**src/assert_macros.svh**
```systemverilog
// Assertion macros shared by the allocator RTL.
// No dependencies; simulation builds get the checks, synthesis builds get empty bodies.
`ifndef ASSERT_MACROS_SVH
`define ASSERT_MACROS_SVH
`ifndef SYNTHESIS
// Clocked property check with asynchronous reset disable.
`define FCBA_ASSERT(lbl, clk, rst_n, prop, msg) \
	lbl: assert property (@(posedge clk) disable iff (!rst_n) prop) else $error(msg);
// Condition that must never be true on a clock edge.
`define FCBA_NEVER(lbl, clk, rst_n, expr, msg) \
	lbl: assert property (@(posedge clk) disable iff (!rst_n) !(expr)) else $error(msg);
`else
`define FCBA_ASSERT(lbl, clk, rst_n, prop, msg)
`define FCBA_NEVER(lbl, clk, rst_n, expr, msg)
`endif
`endif

```
**src/fcba_ram.sv**
```systemverilog
// Generic simple dual-port RAM: one write port, one read port with registered data.
// No dependencies; sized by the WIDTH and DEPTH parameters.
`timescale 1ns / 1ps

module fcba_ram #(
	parameter int WIDTH = 8,
	parameter int DEPTH = 16
) (
	input  logic                     clk,
	input  logic                     we,
	input  logic [$clog2(DEPTH)-1:0] waddr,
	input  logic [WIDTH-1:0]         wdata,
	input  logic [$clog2(DEPTH)-1:0] raddr,
	output logic [WIDTH-1:0]         rdata
);

	logic [WIDTH-1:0] mem [DEPTH];

	// Write and registered read in the same cycle.
	always_ff @(posedge clk) begin
		if (we) begin
			mem[waddr] <= wdata;
		end
		rdata <= mem[raddr];
	end

endmodule

```
**config.mk**
```make
export PLATFORM = sky130hd
export DESIGN_NAME = fcba_ram
export DESIGN_NICKNAME = d
export VERILOG_FILES = /design/src/assert_macros.svh /design/src/fcba_ram.sv
export SDC_FILE = /design/constraint.sdc
export NUM_CORES = 1
export LEC_CHECK = 0
export ABC_AREA = 1
export BUFFER_PORTS_ARGS = -buffer_cell sky130_fd_sc_hd__buf_2
export CAP_MARGIN = 10
export CORE_MARGIN = 8
export CORE_UTILIZATION = 55
export CTS_BUF_LIST = sky130_fd_sc_hd__clkbuf_16
export DETAILED_ROUTE_END_ITERATION = 8
export GPL_TIMING_DRIVEN = 1
export PLACE_DENSITY = 0.79
export SETUP_SLACK_MARGIN = 0.3
export SLEW_MARGIN = 20
export SYNTH_ARGS = -nofsm -noshare
export SYNTH_HDL_FRONTEND = slang
export SYNTH_SLANG_ARGS = --single-unit
```
**constraint.sdc**
```tcl
create_clock -name clk -period 2.6 [get_ports clk]
set_input_delay 0.65 -clock clk [delete_from_list [all_inputs] [get_ports clk]]
set_output_delay 0.65 -clock clk [all_outputs]
set_load 0.02 [all_outputs]
```
==> results of run 1 <==
## per-layer routing
layer,wire length [um],up-vias,share of wire [%],GRT usage [%]
li1,-,1831,-,-
met1,4660,1789,38,21.4
met2,6140,186,50,30.8
met3,887,47,7.3,3.00
met4,529,0,4.3,11.8
met5,0,-,0,0
## state kept, by name, indices dropped and copies added, names as in the netlist
signal / count
mem: 128
rdata: 8
## power by group
part	switching [W]	total (W)	internal [W]
Combinational	0.000221	0.000303	0.0000823
Clock	0.000856	0.00254	0.00169
Sequential	0.0000133	0.00247	0.00245
## synth_stat cells
master	n	area [um2]
buf_1	1	3.75
buf_2	13	65.1
buf_4	4	30.0
buf_6	6	67.6
dfxtp_1	8	160
edfxtp_1	128	3840
inv_1	100	375
inv_2	2	7.51
nand2_1	173	649
nand3_1	97	485
nand3b_1	2	15.0
nor2_1	17	63.8
## per-stage QoR
| step | total power (W) | instances | hold slack [ns] |
|---|---|---|---|
| 3_3_place_gp | 0.00280 | 695 | 0.654 |
| 4_1_cts | 0.00535 | 727 | 0.570 |
| 6_report | 0.00531 | 727 | 0.595 |
| 2_1_floorplan | 0.00270 | 551 | 0.607 |
| 5_1_grt | 0.00545 | 727 | 0.609 |
| 3_5_place_dp | 0.00281 | 695 | 0.661 |
## worst max-delay path by stage
stage	to	from
finish	mem[11][0]	waddr[2]
global route	mem[11][0]	waddr[2]
CTS	rdata[5]	rdata[5]
detailed placement	mem[11][6]	waddr[2]
global placement	mem[11][7]	waddr[2]
floorplan	mem[10][0]	waddr[2]
## worst max-delay path: stages
cell	delay, ns
buf_2	0.12
nand3b_1	0.26
nor2_1	0.60
## cell families after synthesis
logic type / count (synthesis) / synth area share (%)
and+or+nand+nor: 289 / 21.0
DFF: 136 / 69.4
buffers and inverters: 126 / 9.52
## final cells by class
cell class                 count  area [um2]  share of cell area, %
clock buffer                  17         425                   6.45
inverter                     102         383                   5.81
multi-input combinational    289        1210                   18.4
sequential                   136        4000                   60.7
tap                          136         170                   2.58
clock inverter                15         208                   3.15
timing repair buffer          32         190                   2.88
==> run summary, run 1 <==
Max-slew violation count - 0
Avg Inst Size Synth - 10.5 um2
Result of the run - finished, final reports clean
Vias in the first global route - 3859
GRT Util Overall - 18.2%
Hold endpoint - rdata[4]
Reg2reg setup slack - 1.54 ns
Vias - 3853
Nature of the critical path startpoint - input port
Antenna violations before repair - 0
IO Pins - 26
Leakage - 2.87 nW
Final Instance Area - 6590 um2
Pre-CTS WS - 0.634 ns
Vias/cell - 5.30
Die footprint - 14000 um2
Number of synthesized register bits - 136
ANT nets after route - 0
Synth cell types - 12
Commonest non-fill, non-tap cell in the layout - nand2_1
Max Cap Viol - 0
CP required - 2.64 ns
Starting Density - 56.4%
CP Capture Type - register
First-pass GRT wire length - 19700 um
CTS tree - yes
WL/cell - 16.8 um
Routability cong. - 0.845
Layout area overhead - 14.3%
Post-CTS Hold Fix Bufs - 0
Commonest non-fill, non-tap cells in the layout - 173 x nand2_1, 128 x edfxtp_1, 101 x inv_1, 97 x nand3_1, 25 x buf_2
Routed WL - 12200 um
Reg2reg end - rdata[4]
Critical path arrival - 1.63 ns
CP max FO - 8
Worst r2r src - mem[4][4]
Yosys warning count - 0
Period minus WS final - 1.59 ns
PortBufs - 25
Synthesized Nets - 569
Final worst setup slack - 1.01 ns
CTS max path bufs - 2
Final Cycle Share - 61.1%
Initial DRT Pass Iterations - 5
Nets@finish - 596
Sink Count - 136
Die width - 118 um
Sum of negative setup slack - 0 ns
Drt drc - 0
Cells after synthesis - 551
WS Path Type - in -> reg
CTS H-tree depth - 4
Maximum clock rate - 629 MHz
# Post-CTS Setup Buffers - 0
Slew @ Worst Pin - 0.706 ns
Synth Cell Area - 5770 um2
Fraction of layout cells with a size suffix above 1 - 10.8%
Core ar. - 10200 um2
Worst vdd ir - 0.513 mV
Total congestion overflow - 0
Hold Path Class - in -> reg
HPWL after DPL - 7420 um
Final Hold Viols - 0
Worst R2R Path Depth - 6
Final core utilization - 64.4%
Final setup vio count - 0
RSZ-0062 raised after global routing - no
Largest net degree at the start of global routing - 65
ANT cells - 0
Max_slew headroom - 52.7%
CTS buffer count - 17
Worst-path clk slew - 0.06 ns
Filler cell count in the final layout - 754
Clk_skew - 0.00754 ns
Sequential cell area fraction in the yosys report - 69.4%
Clock latency on the worst-skew pair - 0.41 ns
Die height - 118 um
Pwr/cell area - 806 nW/um2
Post-DP Area - 5960 um2
Hold Crit Start - raddr[3]
Root Buffer - clkbuf_16
Initial DRC Count - 312
Resized Gates After CTS - 0
# rows - 37
WHS Path Cells - 3
No activity file was read; power rests on OpenSTA's default activity.
==> inputs of run 2 (changes only) <==
- clock period: 2.6 -> 1.6 ns (I/O delays scaled with it)
==> run 2 against run 1 <==
Hold slack got worse by 0.27 ns. Sequential power is 62% higher. Power up 60%. Largest power group is now registers. Highest routed layer unchanged.
==> run summary, run 2 (synthesis gave the netlist of run 1 again) <==
Result of the run - finished, final reports clean (unchanged)
# Post-CTS Setup Buffers - 0 (unchanged)
PortBufs - 25 (unchanged)
Layout area overhead - 18.1% (was 14.3%)
Clk_skew - 0.00731 ns (was 0.00754 ns)
Worst path slowest cell - dfxtp_2 (was nor2_1)
Biggest regs - mem (128), rdata (8) (unchanged)
Non-Filler Instances - 745 (was 727)
Max reg flops - 128 (unchanged)
CTS H-tree depth - 4 (unchanged)
Max_slew headroom - 72.4% (was 52.7%)
Final setup vio count - 0 (unchanged)
Critical path arrival - 0.89 ns (was 1.63 ns)
Vias in the first global route - 4022 (was 3859)
Worst R2R Path Depth - 6 (unchanged)
Antenna violations before repair - 0 (unchanged)
Int Pwr - 0.00661 W (was 0.00422 W)
Initial DRC Count - 466 (was 312)
Drt drc - 0 (unchanged)
Routed WL - 13000 um (was 12200 um)
IO Pins - 26 (unchanged)
Final Hold Viols - 0 (unchanged)
# placed instances - 713 (was 695)
Post-DP Area - 6180 um2 (was 5960 um2)
Largest net degree at the start of global routing - 35 (was 65)
CP Capture Type - primary output (was register)
RSZ-0062 raised after global routing - yes (was no)
Critical path origin - rdata[3] (was waddr[2])
Die footprint - 14000 um2 (unchanged)
Reg2reg end - rdata[7] (was rdata[4])
Worst vdd ir - 0.881 mV (was 0.513 mV)
Final Cycle Share - 80.6%
Reg2reg setup slack - 0.47 ns (was 1.54 ns)
Nets@finish - 614 (was 596)
Period minus WS final - 1.29 ns
Hold Path Class - in -> reg (unchanged)
Total congestion overflow - 0 (unchanged)
HPWL after DPL - 7940 um (was 7420 um)
NetSw - 0.00188 W (was 0.00109 W)
WS Path Type - reg -> out (was in -> reg)
# rows - 37 (unchanged)
Combinational power share - 6.6% (was 5.7%)
Die height - 118 um (unchanged)
Initial DRT Pass Iterations - 5 (unchanged)
ANT nets after route - 0 (unchanged)
Max Cap Viol - 0 (unchanged)
Sink Count - 136 (unchanged)
Sequential Power Share - 47.3% (was 46.4%)
WL/cell - 17.4 um (was 16.8 um)
Final Instance Area - 6810 um2 (was 6590 um2)
Sw frac - 22.1% (was 20.5%)
Routability cong. - 0.863 (was 0.845)
Crit path max-delay family - flip-flops (was simple AND/OR/NAND/NOR gates)
CTS buffer count - 17 (unchanged)
Die width - 118 um (unchanged)
CP max FO - 1 (was 8)
Clock latency on the worst-skew pair - 0.42 ns (was 0.41 ns)
Vias/cell - 5.38 (was 5.30)
Most flops, register - mem (unchanged)
CTS tree - yes (unchanged)
Sum of negative setup slack - 0 ns (unchanged)
Worst-path clk slew - 0.06 ns (about the same)
Pwr/cell area - 1250 nW/um2 (was 806 nW/um2)
Nature of the critical path startpoint - register (was input port)
CP max stage delay - 0.35 ns (was 0.60 ns)
Commonest non-fill, non-tap cells in the layout - 173 x nand2_1, 128 x edfxtp_1, 100 x inv_1, 97 x nand3_1, 21 x buf_4 (was 173 x nand2_1, 128 x edfxtp_1, 101 x inv_1, 97 x nand3_1, 25 x buf_2)
Vias - 4005 (was 3853)
Leakage - 2.96 nW (was 2.87 nW)
Starting Density - 56.4% (unchanged)
CTS max path bufs - 2 (unchanged)
ANT cells - 0 (unchanged)
Worst setup path end - rdata[3] (was mem[11][0])
Worst path cell trace - buf_6 (was buf_2 > nand3b_1 > nor2_1)
Worst r2r src - mem[2][7] (was mem[4][4])
Worst path bufs/invs - 1 (unchanged)
Clock power share - 46.2% (was 47.9%)
Post-CTS Hold Fix Bufs - 0 (unchanged)
Max-slew violation count - 0 (unchanged)
Core ar. - 10200 um2 (unchanged)
GRT Util Overall - 19.4% (was 18.2%)
Stages on worst setup path - 1 (was 3)
Fraction of layout cells with a size suffix above 1 - 14.8% (was 10.8%)
CP required - 1.20 ns (was 2.64 ns)
First-pass GRT wire length - 20900 um (was 19700 um)
Maximum clock rate - 775 MHz
Root Buffer - clkbuf_16 (unchanged)
Commonest non-fill, non-tap cell in the layout - nand2_1 (unchanged)
Hold slack - 0.327 ns (was 0.595 ns)
Slew @ Worst Pin - 0.414 ns (was 0.706 ns)
==> run 2: cell types whose count changed in the layout (fill, tap and decap cells not counted), sizes merged <==
cell and delta:
buf +18, bufinv -2, clkinvlp +4, clkinv -2
==> run 2: power by group through the flow <==
| stage | logic, W | clock network (W) | registers (W) |
|---|---|---|---|
| floorplan | 0.000282 | 0 | 0.00411 |
| global placement | 0.000515 | 0 | 0.00408 |
| detailed placement | 0.000528 | 0 | 0.00408 |
| CTS | 0.000548 | 0.00396 | 0.00401 |
| global route | 0.000604 | 0.00409 | 0.00402 |
| finish | 0.000557 | 0.00392 | 0.00401 |
==> run 2: worst min path at each step <==
stage	slack [ns]	to	start	cells after the start
6_report	0.33	rdata[0]	raddr[3]	3
5_1_grt	0.34	rdata[7]	raddr[3]	3
4_1_cts	0.31	rdata[0]	raddr[3]	3
3_5_place_dp	0.67	rdata[3]	mem[4][3]	6
3_3_place_gp	0.66	rdata[3]	mem[4][3]	6
2_1_floorplan	0.50	mem[0][0]	wdata[0]	0
==> run 2: final cells by class <==
| cell class | count | area (um2) |
|---|---|---|
| clock buffers | 17 | 425 |
| clock inverters | 15 | 178 |
| fillers | 708 | 3420 |
| inverters | 102 | 383 |
| multi-input cells | 289 | 1220 |
| flip-flops and latches | 136 | 4010 |
| well taps | 136 | 170 |
| repair buffers | 50 | 427 |
==> run 2: timing repair <==
item | CTS | global route
gates resized for setup | 8 | 4
endpoints found under the setup margin | 3 | 6
gates cloned | 0 | 0
==> run 2: per-layer routing <==
metal  GRT usage (%)  vias to the layer above  routed length, um
met5               0                        -                  0
met4            10.5                        0                418
met3            5.00                       29               1170
met2            30.8                      230               6220
met1            24.1                     1884               5150
li1                -                     1862                  -
==> run 2: worst register-to-register path: cells and delay by family (launching register included) <==
family / cells / cell delay [ns]
buffers and inverters: 1 / 0.07
flip-flops: 1 / 0.39
AND/OR/NAND/NOR: 5 / 0.55
==> run 2: stage by stage <==
stage	utilization, %	setup WS, ns	power [W]
finish	66.6	0.310	0.00849
global route	66.6	0.290	0.00872
CTS	66.5	0.282	0.00852
detailed placement	60.4	0.153	0.00461
global placement	60.4	0.178	0.00459
floorplan	-	0.249	0.00439
==> inputs of run 3 (changes only) <==
- PLACE_DENSITY: 0.79 -> 0.82
- clock period: 1.6 -> 1.09 ns (I/O delays scaled with it)
==> run 3 against run 2 <==
The run now ends with setup timing left. Non-clock buffer count is 5 higher. Power is 49% higher. Combinational power is 90% higher. Via count is 4.4% higher. First-iteration DRC count is 27% lower. Cell area is 8.8% higher. Clock-buffer cell count stayed put. Largest cell class unchanged. Largest power group unchanged. Highest routed layer unchanged.
==> run summary, run 3 (synthesis gave the netlist of run 1 again) <==
Vias in the first global route - 4247 (was 4022)
NetSw - 0.00285 W (was 0.00188 W)
Initial DRC Count - 341 (was 466)
Worst r2r src - mem[1][6] (was mem[2][7])
Largest net degree at the start of global routing - 33 (was 35)
CP max stage delay - 0.32 ns (was 0.35 ns)
Die footprint - 14000 um2 (unchanged)
Sink Count - 136 (unchanged)
Worst path cell trace - buf_6 (unchanged)
Nature of the critical path startpoint - register (unchanged)
Result of the run - finished, violations left (was finished, final reports clean)
Leakage - 3.14 nW (was 2.96 nW)
CP Capture Type - primary output (unchanged)
Starting Density - 56.4% (unchanged)
Max Cap Viol - 0 (unchanged)
Drt drc - 0 (unchanged)
Most flops, register - mem (unchanged)
Total power - 0.0126 W (was 0.00849 W)
Worst path slowest cell - dfxtp_2 (unchanged)
CTS max path bufs - 2 (unchanged)
Die height - 118 um (unchanged)
Hold slack - 0.279 ns (was 0.327 ns)
Combinational power share - 8.4% (was 6.6%)
# rows - 37 (unchanged)
Worst path bufs/invs - 1 (unchanged)
Period minus WS final - 1.13 ns
Root Buffer - clkbuf_16 (unchanged)
Max reg flops - 128 (unchanged)
CTS H-tree depth - 4 (unchanged)
Core ar. - 10200 um2 (unchanged)
Reg2reg end - rdata[6] (was rdata[7])
WHS Path Cells - 1 (was 3)
Antenna violations before repair - 0 (unchanged)
Critical path arrival - 0.86 ns (was 0.89 ns)
Crit path max-delay family - flip-flops (unchanged)
Worst-path clk slew - 0.06 ns (about the same)
Sequential Power Share - 46.7% (was 47.3%)
WS Path Type - reg -> out (unchanged)
Vias - 4183 (was 4005)
Routed WL - 14900 um (was 13000 um)
Pwr/cell area - 1700 nW/um2 (was 1250 nW/um2)
Routability cong. - 0.902 (was 0.863)
Sum of negative setup slack - -0.274 ns (was 0 ns)
Final worst setup slack - -0.0396 ns (was 0.310 ns)
CP max FO - 1 (unchanged)
Clock power share - 44.9% (was 46.2%)
IO Pins - 26 (unchanged)
CP required - 0.82 ns (was 1.20 ns)
Fraction of layout cells with a size suffix above 1 - 31.6% (was 14.8%)
ANT nets after route - 0 (unchanged)
First-pass GRT wire length - 22600 um (was 20900 um)
Commonest non-fill, non-tap cells in the layout - 147 x nand2_1, 128 x edfxtp_1, 92 x inv_1, 50 x nand3_1, 46 x nand3_2 (was 173 x nand2_1, 128 x edfxtp_1, 100 x inv_1, 97 x nand3_1, 21 x buf_4)
Maximum clock rate - 885 MHz
CTS buffer count - 17 (unchanged)
Final Cycle Share - 104%
Int Pwr - 0.00978 W (was 0.00661 W)
Final Hold Viols - 0 (unchanged)
HPWL after DPL - 8400 um (was 7940 um)
Slew @ Worst Pin - 0.446 ns (was 0.414 ns)
Stages on worst setup path - 1 (unchanged)
RSZ-0062 raised after global routing - yes (unchanged)
GRT Util Overall - 21.4% (was 19.4%)
Failing checks - setup timing
ANT cells - 0 (unchanged)
PortBufs - 25 (unchanged)
Reg2reg setup slack - 0.01 ns (was 0.47 ns)
Vias/cell - 5.58 (was 5.38)
Die width - 118 um (unchanged)
Max_slew headroom - 70.2% (was 72.4%)
Sw frac - 22.6% (was 22.1%)
Max-slew violation count - 0 (unchanged)
Worst vdd ir - 1.30 mV (was 0.881 mV)
Commonest non-fill, non-tap cell in the layout - nand2_1 (unchanged)
Clk_skew - 0.00680 ns (was 0.00731 ns)
Hold endpoint - mem[5][3] (was rdata[0])
Final setup vio count - 8 (was 0)
Clock latency on the worst-skew pair - 0.42 ns (about the same)
Biggest regs - mem (128), rdata (8) (unchanged)
Nets@finish - 619 (was 614)
Worst R2R Path Depth - 6 (unchanged)
WL/cell - 19.8 um (was 17.4 um)
Hold Crit Start - wdata[3] (was raddr[3])
Hold Path Class - in -> reg (unchanged)
CTS tree - yes (unchanged)
Initial DRT Pass Iterations - 5 (unchanged)
Layout area overhead - 28.5% (was 18.1%)
Total congestion overflow - 0 (unchanged)
run 3: changes by cell type in the layout (fill, tap and decap cells not counted), sizes merged:
cell / previous run / this run
buf: 50 / 55
clkinv: 5 / 7
clkinvlp: 5 / 4
inv: 104 / 103
run 3: what timing repair did:
item | in CTS | in global routing
resized for setup | 79 | 25
pin swaps | 63 | 25
hold buffers | 0 | 0
setup buffers | 4 | 0
endpoints found under the setup margin | 128 | 128
run 3: cell type report:
cell class,instances,area [um2]
clock buffer,17,425
clock inverter,15,161
fill,609,2820
inverter,102,395
multi-input combinational,289,1640
sequential,136,4010
tap,136,170
timing repair buffer,55,599
run 3: worst max-delay path by stage:
stage | start | to | slack, ns
after detailed placement | waddr[2] | mem[11][1] | -0.28
after global routing | rdata[1] | rdata[1] | -0.06
final | rdata[1] | rdata[1] | -0.04
after floorplan | waddr[2] | mem[10][0] | -0.06
after global placement | waddr[2] | mem[11][1] | -0.24
after CTS | rdata[1] | rdata[1] | -0.06
run 3: metal layers:
layer  vias to the layer above  GRT usage [%]  wire [um]
met5                         -              0          0
met4                         0           11.3        528
met3                        48           5.76       1200
met2                       263           36.5       7720
met1                      1994           24.2       5410
li1                       1878              -          -
run 3: power by group through the flow:
stage	logic (W)	registers, W	clock network, W
after floorplan	0.000496	0.00603	0
after global placement	0.000833	0.00598	0
after detailed placement	0.000863	0.00599	0
after CTS	0.000998	0.00590	0.00566
after global routing	0.00113	0.00591	0.00589
final	0.00106	0.00590	0.00566
run 3: stage by stage:
stage	std cells	util (%)	worst slack [ns]	area [um2]
after global routing	750	72.4	-0.0621	7410
after global placement	714	62.2	-0.241	6370
final	750	72.4	-0.0396	7410
after floorplan	551	-	-0.0561	6030
after CTS	750	71.6	-0.0564	7320
after detailed placement	714	62.2	-0.284	6370
